### config.mk
export PLATFORM = sky130hd
export DESIGN_NAME = sprb_ctrl
export DESIGN_NICKNAME = d
export VERILOG_FILES = /design/src/rtl/core/sprb_pkg.sv /design/src/rtl/core/sprb_ctrl.sv
export SDC_FILE = /design/constraint.sdc
export NUM_CORES = 1
export LEC_CHECK = 0
export ABC_CLOCK_PERIOD_IN_PS = 3400
export BUFFER_PORTS_ARGS = -buffer_cell sky130_fd_sc_hd__buf_2
export CAP_MARGIN = 20
export CORE_AREA = 2 2 39 41
export CTS_CLUSTER_DIAMETER = 120
export DETAILED_ROUTE_END_ITERATION = 6
export DIE_AREA = 0 0 41 43
export PLACE_DENSITY = 0.66
export SLEW_MARGIN = 20
export SYNTH_ARGS = -nofsm -noshare
export SYNTH_HDL_FRONTEND = slang
export SYNTH_SLANG_ARGS = --single-unit
export TNS_END_PERCENT = 30
### constraint.sdc
create_clock -name clk -period 3.4 [get_ports clk]
set_input_delay 0.17 -clock clk [delete_from_list [all_inputs] [get_ports clk]]
set_output_delay 0.17 -clock clk [all_outputs]
set_load 0.01 [all_outputs]
### src/rtl/core/sprb_pkg.sv
// shared types and codes for the sorted playback reorder buffer
`timescale 1ns / 1ps
`default_nettype none
package sprb_pkg;

	localparam int DEPTH_DEF = 64;
	localparam int CAP_W     = 7;
	localparam logic [CAP_W-1:0] CAP_RESET = 7'd64;

	// register indexes
	localparam logic CFG_CAPACITY      = 1'b0;
	localparam logic CFG_RELEASE_FIRST = 1'b1;

	// operation codes
	localparam logic [1:0] MODE_INSERT    = 2'd0;
	localparam logic [1:0] MODE_FIND_NUM  = 2'd1;
	localparam logic [1:0] MODE_FIND_PEER = 2'd2;

	// result status codes
	localparam logic [1:0] ST_OK   = 2'd0;
	localparam logic [1:0] ST_MISS = 2'd1;
	localparam logic [1:0] ST_DUP  = 2'd2;

	// where the result data comes from
	typedef enum logic [1:0] {
		SRC_ZERO,
		SRC_FOUND,
		SRC_NEW,
		SRC_OLD
	} src_t;

	typedef struct packed {
		logic [31:0] num;
		logic [31:0] peer;
		logic [7:0]  tag;
		logic [15:0] pref;
		logic [10:0] plen;
		logic [31:0] side;
	} entry_t;

	typedef enum logic [2:0] {
		S_IDLE,
		S_SCAN,
		S_DECIDE,
		S_POP,
		S_PREP,
		S_SHIFT,
		S_PUT,
		S_FIN
	} state_t;

	typedef struct packed {
		logic       take;
		logic       scan_en;
		logic       shift_start;
		logic       shift_en;
		logic       pop;
		logic       put;
		logic       load_out;
		logic [1:0] status;
		logic       rel;
		src_t       src;
	} cmd_t;

	typedef struct packed {
		logic       scan_done;
		logic       shift_done;
		logic       hit;
		logic       pos_zero;
		logic       full;
		logic       out_busy;
		logic [1:0] mode;
		logic       rel_first;
	} sts_t;

endpackage
`default_nettype wire

### src/rtl/core/sprb_ctrl.sv
// controller state machine of the reorder buffer
`timescale 1ns / 1ps
`default_nettype none
module sprb_ctrl import sprb_pkg::*; (
	input  wire logic clk,
	input  wire logic arst_n,
	input  wire logic in_valid,
	output logic      in_ready,
	input  wire sts_t sts,
	output cmd_t      cmd
);

	state_t state_q, state_d;
	src_t   act_q;

	// state register and insert decision
	always_ff @(posedge clk or negedge arst_n) begin
		if (!arst_n) begin
			state_q <= S_IDLE;
			act_q   <= SRC_ZERO;
		end else begin
			state_q <= state_d;
			if (state_q == S_DECIDE) begin
				if (!sts.full)
					act_q <= SRC_ZERO;
				else if (!sts.rel_first && sts.pos_zero)
					act_q <= SRC_NEW;
				else
					act_q <= SRC_OLD;
			end
		end
	end

	// next state
	always_comb begin
		state_d = state_q;
		unique case (state_q)
			S_IDLE: begin
				if (in_valid)
					state_d = S_SCAN;
			end
			S_SCAN: begin
				if (sts.mode != MODE_INSERT && sts.mode != MODE_FIND_NUM &&
				    sts.mode != MODE_FIND_PEER)
					state_d = S_FIN;
				else if (sts.scan_done)
					state_d = (sts.mode == MODE_INSERT) ? S_DECIDE : S_FIN;
			end
			S_DECIDE: begin
				if (sts.hit)
					state_d = S_FIN;
				else if (!sts.full)
					state_d = S_PREP;
				else if (!sts.rel_first && sts.pos_zero)
					state_d = S_FIN;
				else
					state_d = S_POP;
			end
			S_POP:   state_d = S_PREP;
			S_PREP:  state_d = S_SHIFT;
			S_SHIFT: begin
				if (sts.shift_done)
					state_d = S_PUT;
			end
			S_PUT:   state_d = S_FIN;
			S_FIN: begin
				if (!sts.out_busy)
					state_d = S_IDLE;
			end
			default: state_d = S_IDLE;
		endcase
	end

	// command outputs
	always_comb begin
		in_ready        = (state_q == S_IDLE);
		cmd             = '0;
		cmd.src         = SRC_ZERO;
		cmd.status      = ST_MISS;
		cmd.take        = (state_q == S_IDLE) && in_valid;
		cmd.scan_en     = (state_q == S_SCAN);
		cmd.pop         = (state_q == S_POP);
		cmd.shift_start = (state_q == S_PREP);
		cmd.shift_en    = (state_q == S_SHIFT);
		cmd.put         = (state_q == S_PUT);
		if (state_q == S_FIN) begin
			cmd.load_out = !sts.out_busy;
			if (sts.mode == MODE_INSERT) begin
				if (sts.hit) begin
					cmd.status = ST_DUP;
				end else begin
					cmd.status = ST_OK;
					cmd.rel    = (act_q != SRC_ZERO);
					cmd.src    = act_q;
				end
			end else if ((sts.mode == MODE_FIND_NUM || sts.mode == MODE_FIND_PEER) &&
			             sts.hit) begin
				cmd.status = ST_OK;
				cmd.src    = SRC_FOUND;
			end
		end
	end

endmodule
`default_nettype wire

# Word level (Yosys, flattened, before mapping)
# Cells that the tools add are included.
# word_totals
regBits	5
wordCells	50
output_inout_bits	13
input_bits	12
# op_classes
n_mux	20
n_eq_ne	15
n_reduce_logical	13
# op_table
cell	count
3-bit 2-to-1 mux	10
3-bit one-hot mux with 8 select lines	1
3-bit equality test, second input constant	4
2-bit 2-to-1 mux	4
2-bit inequality test, second input constant	4
3-bit by 2-bit equality test with 1-bit output, second input constant	2
6-bit 2-to-1 mux	1
1-bit logical AND	5
1-bit 2-to-1 mux	4
4-bit AND reduction	1
2-bit nonzero test	2
3-bit by 1-bit equality test with 1-bit output, second input constant	1
3-bit logical NOT	1
3-bit by 2-bit inequality test with 1-bit output, second input constant	1
2-bit by 1-bit equality test with 1-bit output, second input constant	1
2-bit equality test, second input constant	1
1-bit logical NOT	2
2-bit logical NOT	1
2-bit by 1-bit inequality test with 1-bit output, second input constant	1
1-bit logical OR	1

# Depth between registers and ports, before layout
# Gate-level depths: netlist of the first run.
# depth
ltp_word	6
ltp_mapped	6
depth_no_buf	6

# Worst setup path after synthesis of the first run
# No wires, ideal clock.
# synth_timing
path_kind	reg-to-reg
from	register state_q[2]
to	register state_q[2]
slack_ns	1.883
synth_period_minus_slack_ns	1.517
n_path_buf	1
t_required_ns	3.267
setup_ns	0.133
stages_incl_launch_ff	6
t_arrival_ns	1.383
cell_sequence	dfrtp_1 buf_6 or4_4 a21oi_2 o21bai_1 o41ai_1
# synth_via
elab_chain_cells	3
word_cells_on_any_way	14
classes_between	eq/ne (11); mux (1); reduce/logical (2)
# synth_rtl
item	line_no	text
from (decl)	sprb_ctrl.sv:13	state_t state_q, state_d;
from (signal assigned)	sprb_ctrl.sv:22	state_q <= state_d;
3-bit by 1-bit equality test with 1-bit output (tied with other cells)	sprb_ctrl.sv:37	unique case (state_q)
3-bit by 2-bit inequality test with 1-bit output (no source line) or 2-bit inequality test (tied branches)	-	
4-bit AND reduction (no source line)	-	
# Several ways; a longest one is shown, not always the timed one.
# A chain may end at the register's enable or synchronous reset.

==> run summary, run 1 <==
## Setup path
* 1630 ps — CP arrival
* register — CP startpoint kind
* nand3_1 -> nor3b_1 -> and2_1 -> buf_2 — Cell Chain, Critical Path
* 4 — worst reg-to-reg path cell count
* 3230 ps — Worst EP required
* register to output port — crit path kind
* 1 — Buf/Inv on CP
* simple AND/OR/NAND/NOR gates — cell family with most CP delay
* output port — CP endpoint kind
* 600 ps — Slowest Stage Delay on Critical Path
* 1700 ps — slack of the worst reg-to-reg path
* 17 — maximum fanout along the worst path
* 4 — depth of the critical timing path with buffers and inverters included
* sky130_fd_sc_hd__dfrtp_1 — CP max-delay cell
* state_q[2] — capture point of the worst reg-to-reg path
* state_q[2] — startpoint of the worst register-to-register path

## Floorplanning
* 25 — count of pins on the block boundary
* 43 um — Die Span Y
* 34.5% — initial standard-cell utilization of the core
* 1380 um2 — Core Box Area
* 1760 um2 — area of the die
* 14 — number of placement rows
* 41 um — die width

## Pwr
* 0.320 nW — leak pwr
* 0.000532 V — peak supply drop
* 685 nW/um2 — Cell Pwr Density
* 47.7% — Logic pwr share
* 0.197 mW — power dissipated by switching net loads
* 0.235 mW — Internal Dissipation
* 45.6% — switching part of the total power
* 36.6% — proportion of power drawn by flip-flops and latches
* 15.7% — Clock Power Share

## Synthesis
* simple AND/OR/NAND/NOR gates — dominant combinational cell family by area after synthesis
* 19.1% — share of the synthesized area in compound gates (AO/OA/AOI/OAI)
* 27 — synth unique cells
* 5 — Synth Register Bits
* 7.47 um2 — average cell area after synthesis
* 0% — share of the synthesized netlist area taken by xor and xnor gates
* 64 — post-synthesis cell count
* sky130_fd_sc_hd__dfrtp_1 (26%), sky130_fd_sc_hd__ha_1 (7.9%), sky130_fd_sc_hd__nor2_1 (6.3%) — main area contributors after synthesis
* 79 — post-synth net total
* 0 — Ys Warns
* sky130_fd_sc_hd__dfrtp_1 — largest area contributor in the netlist
* 7.85% — post-synthesis adder-cell area fraction
* 26.2% — area share of the leading cell type in the synthesized netlist
* 478 um2 — Syn Std Cell Area
* 2.36% — multiplexer share of the synthesized area
* 34.8% — simple-gate share of the synthesized area
* 26.2% — sequential element share of the synthesized area

## Detailed routing
* 10.5 um — final routed wire length divided by cell count
* 2 — violation count after the first detailed-route iteration
* 4 — Initial DRT Pass Iterations
* 511 — total via count in the routed design
* 0 — DRC viols
* 4.87 — vias per cell
* 1100 um — total detailed-routing wirelength
* 0 — Antenna Nets Post-Route

## Min path
* sts[4] — start point of the worst min-delay path
* 2 — worst hold stages
* act_q[1] — endpoint of the worst hold path
* primary input to register — Hold/Removal Path Class

## Finish
* 125 um2 — register area
* 34.8% — share of layout cells above drive strength 1
* 156 — Filler cells
* 105 — number of nets in the layout
* sky130_fd_sc_hd__buf_2 — most common library cell in the layout ignoring fill and taps
* 105 — non-filler cells, final
* 0 — diodes inserted
* 31.9% — Area Overhead vs Synth
* sky130_fd_sc_hd__buf_2 (24), sky130_fd_sc_hd__nor2_1 (8), sky130_fd_sc_hd__inv_1 (6) — most used cells in the layout excluding fill and tap cells
* 307 um2 — area used by multi-input combinational logic

## Global route
* 1580 um — global-route wire length before repair
* 0 — total global routing overflow
* 13.0% — overall fraction of global-route tracks in use
* 418 — vias in the first global route
* 18 — pin count of the biggest net entering global routing
* 0 — initial antenna violation count

## Timing
* 52.8% — fin crit share
* 5.87 ps — Layout Skew
* 71.0% — headroom to the max-slew limit
* 0 — Final setup violation count
* 0 — Slew Viols, Final
* no — RSZ-0062 raised after global routing
* 557 MHz — f_max
* 434 ps — Tightest Pin Transition
* 0 — number of failing hold endpoints at the final stage
* 0 ps — sum of negative setup slack
* 1800 ps — post-route minimum period

## Clock network
* 40 ps — register clock-pin slew on the reported worst setup and hold paths
* sky130_fd_sc_hd__clkbuf_4 — clock tree root driver cell
* 2 — maximum buffer depth of the clock tree
* 3 — number of buffers created by CTS
* 5 — number of sinks driven by the clock tree
* 0 — number of gates resized after CTS
* 240 ps — Skew-Pair Late Insertion Delay
* 1 — number of H-tree levels
* yes — clock tree from TritonCTS

## Placed design
* 862 um — half-perimeter wire length of the detailed placement result
* 100 — Post-Place Cells
* 24 — input/output buffers
* 0.667 — GP Congestion

## Flow run
* 0 — max-cap violations

## Run status
* completed — result of the run

[sequential cells by signal, indices dropped and copies added, names as in the netlist]
name / flops
act_q: 2
state_q: 3
[power groups by stage]
stage	Clock, mW	Combinational [mW]	Sequential (mW)
after floorplan	0	0.204	0.107
after global placement	0	0.204	0.155
after detailed placement	0	0.207	0.159
after CTS	0.0700	0.209	0.158
after global routing	0.0741	0.229	0.166
final	0.0679	0.206	0.158
[cell usage after synthesis, drive strengths merged]
library cell / count
a31oi: 1
nor3b: 3
nand3b: 2
nor2b: 1
mux2: 1
and3: 1
nand3: 2
inv: 6
or2: 1
nor2: 8
o21a: 1
o41ai: 2
and2: 2
ha: 3
nand2b: 1
clkbuf: 2
o31a: 1
nor3: 5
buf: 2
dfrtp: 5
or4: 1
o21bai: 1
o21ai: 4
nand2: 4
a21oi: 4
[cells by family (layout without fill, tap and decap cells)]
family / count (synthesis) / in the layout
multiplexers: 1 / 1
adder cells (fa/ha/maj): 3 / 3
AO/OA/AOI/OAI: 14 / 14
buffers and inverters: 10 / 35
AND/OR/NAND/NOR: 31 / 31
flip-flops: 5 / 5
[worst reg2reg max path, delay by kind of cell, from the launching register on]
kind	cells	cell delay, ps
simple gates	1	600
flops	1	530
compound gates	3	430
[per-layer routing]
metal  track usage (%)  part of all wire, %
met5                 0                    0
met4              4.00                    0
met3              4.71                  5.6
met2              20.6                   48
met1              15.6                   46
[cell type report]
| type | instances | share of cell area [%] |
|---|---|---|
| Multi-Input combinational cell | 49 | 48.6 |
| Timing Repair Buffer | 25 | 20.6 |
| Sequential cell | 5 | 19.8 |
| Clock buffer | 4 | 4.17 |
| Inverter | 6 | 3.57 |
| Tap cell | 16 | 3.17 |
[worst max-delay path by stage]
stage,from,end,slack [ps]
2_1_floorplan,state_q[2],state_q[2],1880
3_3_place_gp,state_q[2],state_q[2],1740
3_5_place_dp,state_q[2],state_q[2],1710
4_1_cts,state_q[2],cmd[1],1580
5_1_grt,state_q[2],cmd[1],1440
6_report,state_q[2],cmd[1],1600
[what timing repair did]
| action | CTS | global route |
|---|---|---|
| endpoints found under the setup margin | 0 | 0 |
| hold buffers | 1 | 0 |
| buffers inserted | 0 | 0 |
| endpoints found under the hold margin | 5 | 0 |
[per-stage QoR]
stage / utilization [%] / worst slack (ps) / area (um2) / power [mW] / hold slack (ps)
floorplan: - / 1880 / 478 / 0.311 / -126
global placement: 42.9 / 1740 / 594 / 0.358 / -10.9
detailed placement: 42.9 / 1710 / 594 / 0.366 / -11.9
CTS: 45.6 / 1580 / 631 / 0.437 / 190
global route: 45.6 / 1440 / 631 / 0.469 / 211
finish: 45.6 / 1600 / 631 / 0.432 / 198
No activity file was read; power rests on OpenSTA's default activity.
==> run 2, diff against run 1 <==
--- a/config.mk
+++ b/config.mk
@@ -5,14 +5,14 @@
 export SDC_FILE = /design/constraint.sdc
 export NUM_CORES = 1
 export LEC_CHECK = 0
-export ABC_CLOCK_PERIOD_IN_PS = 3400
+export ABC_CLOCK_PERIOD_IN_PS = 1600
 export BUFFER_PORTS_ARGS = -buffer_cell sky130_fd_sc_hd__buf_2
 export CAP_MARGIN = 20
 export CORE_AREA = 2 2 39 41
 export CTS_CLUSTER_DIAMETER = 120
 export DETAILED_ROUTE_END_ITERATION = 6
 export DIE_AREA = 0 0 41 43
-export PLACE_DENSITY = 0.66
+export PLACE_DENSITY = 0.69
 export SLEW_MARGIN = 20
 export SYNTH_ARGS = -nofsm -noshare
 export SYNTH_HDL_FRONTEND = slang
==> constraint.sdc (replaced) <==
create_clock -name clk -period 1.6 [get_ports clk]
set_input_delay 0.08 -clock clk [delete_from_list [all_inputs] [get_ports clk]]
set_output_delay 0.08 -clock clk [all_outputs]
set_load 0.01 [all_outputs]
==> run summary, run 2 (synthesis gave the netlist of run 1 again) <==
## Run status
* completed — result of the run

## Placed design
* 24 — input/output buffers, unchanged
* 0.687 — GP Congestion, +3.0%
* 609 um2 — placed instance area, +2.5%
* 858 um — half-perimeter wire length of the detailed placement result, -0.42%

## Finish
* 126 um2 — register area, +1.0%
* 657 um2 — cell area after layout, +4.2%
* 37.4% — Area Overhead vs Synth
* 39.6% — share of layout cells above drive strength 1, +4.7 points
* 0 — diodes inserted, unchanged
* state_q: 3 flops, act_q: 2 flops — largest registers ranked by flip-flop count
* 107 — number of nets in the layout, +1.9%
* sky130_fd_sc_hd__buf_2 (24), sky130_fd_sc_hd__nor2_1 (8), sky130_fd_sc_hd__inv_1 (6) — most used cells in the layout excluding fill and tap cells
* 140 — Filler cells, -10%
* state_q — most flop-heavy register
* 317 um2 — area used by multi-input combinational logic, +3.3%
* 3 — max FFs per register, unchanged
* sky130_fd_sc_hd__buf_2 — most common library cell in the layout ignoring fill and taps

## Timing
* no — RSZ-0062 raised after global routing
* 3.04 ps — Layout Skew, -2.82 ps
* 682 MHz — f_max
* 78.9% — headroom to the max-slew limit, +7.8 points
* 1470 ps — post-route minimum period
* 0 — Slew Viols, Final, unchanged
* 0 ps — sum of negative setup slack, unchanged
* 91.7% — fin crit share
* 104 ps — worst hold margin, -93.6 ps
* 0 — number of failing hold endpoints at the final stage, unchanged
* 0 — Final setup violation count, unchanged
* 313 ps — Tightest Pin Transition, -121 ps

## Setup path
* sky130_fd_sc_hd__dfrtp_1 — CP max-delay cell
* cmd[1] — endpoint of the worst setup timing path
* buf_4 -> nand3_2 -> nor3b_2 -> and2_1 -> buf_2 — Cell Chain, Critical Path
* 340 ps — Slowest Stage Delay on Critical Path, -260 ps
* 16 — maximum fanout along the worst path, -1
* state_q[2] — launching instance or port of the critical path
* 4 — worst reg-to-reg path cell count, unchanged
* 140 ps — slack of the worst reg-to-reg path, -1560 ps
* state_q[2] — startpoint of the worst register-to-register path
* 1520 ps — Worst EP required, -1710 ps
* state_q[2] — capture point of the worst reg-to-reg path
* register to output port — crit path kind
* output port — CP endpoint kind
* 1390 ps — CP arrival, -240 ps
* register — CP startpoint kind

## Detailed routing
* 513 — total via count in the routed design, +0.39%
* 0 — DRC viols, unchanged
* 0 — Antenna Nets Post-Route, unchanged
* 1120 um — total detailed-routing wirelength, +2.0%
* 10.5 um — final routed wire length divided by cell count, about the same
* 4 — Initial DRT Pass Iterations, unchanged
* 4.79 — vias per cell, -1.5%
* 5 — violation count after the first detailed-route iteration, +3

## Clock network
* 250 ps — Skew-Pair Late Insertion Delay, about the same
* sky130_fd_sc_hd__clkbuf_4 — clock tree root driver cell
* yes — clock tree from TritonCTS
* 3 — number of buffers created by CTS, unchanged
* 40 ps — register clock-pin slew on the reported worst setup and hold paths, about the same
* 5 — number of sinks driven by the clock tree, unchanged
* 1 — number of H-tree levels, unchanged
* 2 — maximum buffer depth of the clock tree, unchanged

## Global route
* 17 — pin count of the biggest net entering global routing, -1
* 0 — initial antenna violation count, unchanged
* 1720 um — global-route wire length before repair, +8.7%
* 14.9% — overall fraction of global-route tracks in use, +1.9 points
* 0 — total global routing overflow, unchanged
* 436 — vias in the first global route, +4.3%

## Floorplanning
* 41 um — die width, unchanged
* 43 um — Die Span Y, unchanged
* 14 — number of placement rows, unchanged
* 1380 um2 — Core Box Area, unchanged
* 34.5% — initial standard-cell utilization of the core, unchanged
* 1760 um2 — area of the die, unchanged
* 25 — count of pins on the block boundary, unchanged

## Pwr
* 26.7% — proportion of power drawn by flip-flops and latches, -9.9 points
* 1480 nW/um2 — Cell Pwr Density, +120%
* 0.331 nW — leak pwr, +3.4%
* 0.000778 V — peak supply drop, +46%
* 15.4% — Clock Power Share, -0.3 points
* 0.436 mW — power dissipated by switching net loads, +120%
* 0.538 mW — Internal Dissipation, +130%
* 57.9% — Logic pwr share, +10 points
* 44.7% — switching part of the total power, -0.85 points

## Flow run
* 0 — max-cap violations, unchanged

## Min path
* primary input to register — Hold/Removal Path Class

==> run 2: changes by cell type in the layout (fill, tap and decap cells not counted) <==
cell / change
sky130_fd_sc_hd__nand3_1: -1
sky130_fd_sc_hd__dfrtp_2: +1
sky130_fd_sc_hd__nor3b_1: -1
sky130_fd_sc_hd__nor3b_2: +1
sky130_fd_sc_hd__buf_4: +2
sky130_fd_sc_hd__nand3_2: +1
sky130_fd_sc_hd__dfrtp_1: -1
==> run 2: worst min path at each step <==
stage,cells past startpoint,to,start,slack [ps]
final,2,act_q[1],sts[4],100
after global routing,2,act_q[1],sts[4],110
after CTS,2,act_q[1],sts[4],90
after detailed placement,1,act_q[1],arst_n,-100
after global placement,1,act_q[1],arst_n,-100
after floorplan,0,act_q[0],arst_n,-220
==> run 2: critical path, delay by kind of cell (launching register included) <==
| kind | cells | cell delay [ps] |
|---|---|---|
| flops | 1 | 340 |
| buf+inv | 2 | 320 |
| simple gates | 3 | 480 |
==> run 2: metrics by stage <==
stage               setup WS [ps]  utilization [%]  instances  power (mW)
global route                 1.92             47.5        107        1.08
floorplan                    83.4                -         64       0.661
finish                        133             47.5        107       0.974
detailed placement            145             44.0        102       0.815
global placement              169             44.0        102       0.804
CTS                          13.7             46.7        107       0.978
==> run 2: what timing repair did <==
item                                    in CTS  in global routing
endpoints found under the setup margin       2                  2
endpoints found under the hold margin        5                  0
gates resized for setup                      1                  2
hold buffers                                 1                  0
buffers inserted                             0                  0
==> run 2: final cells by class <==
| cell class | instances | share of cell area (%) |
|---|---|---|
| clock buffer | 4 | 4.00 |
| inverter | 6 | 3.43 |
| multi-input combinational | 49 | 48.2 |
| sequential | 5 | 19.2 |
| tap | 16 | 3.05 |
| timing repair buffer | 27 | 22.1 |
==> run 2: routing by layer <==
metal	GRT usage (%)	vias up	routed length, um
li1	-	273	-
met1	16.7	218	494
met2	21.9	17	512
met3	4.71	5	77
met4	12.0	0	36
met5	0	-	0
==> run 2: power by group through the flow <==
stage	registers (mW)	clock network, mW	logic, mW
after CTS	0.260	0.160	0.558
after detailed placement	0.259	0	0.556
final	0.260	0.150	0.564
after global placement	0.256	0	0.548
after floorplan	0.228	0	0.434
after global routing	0.269	0.168	0.641
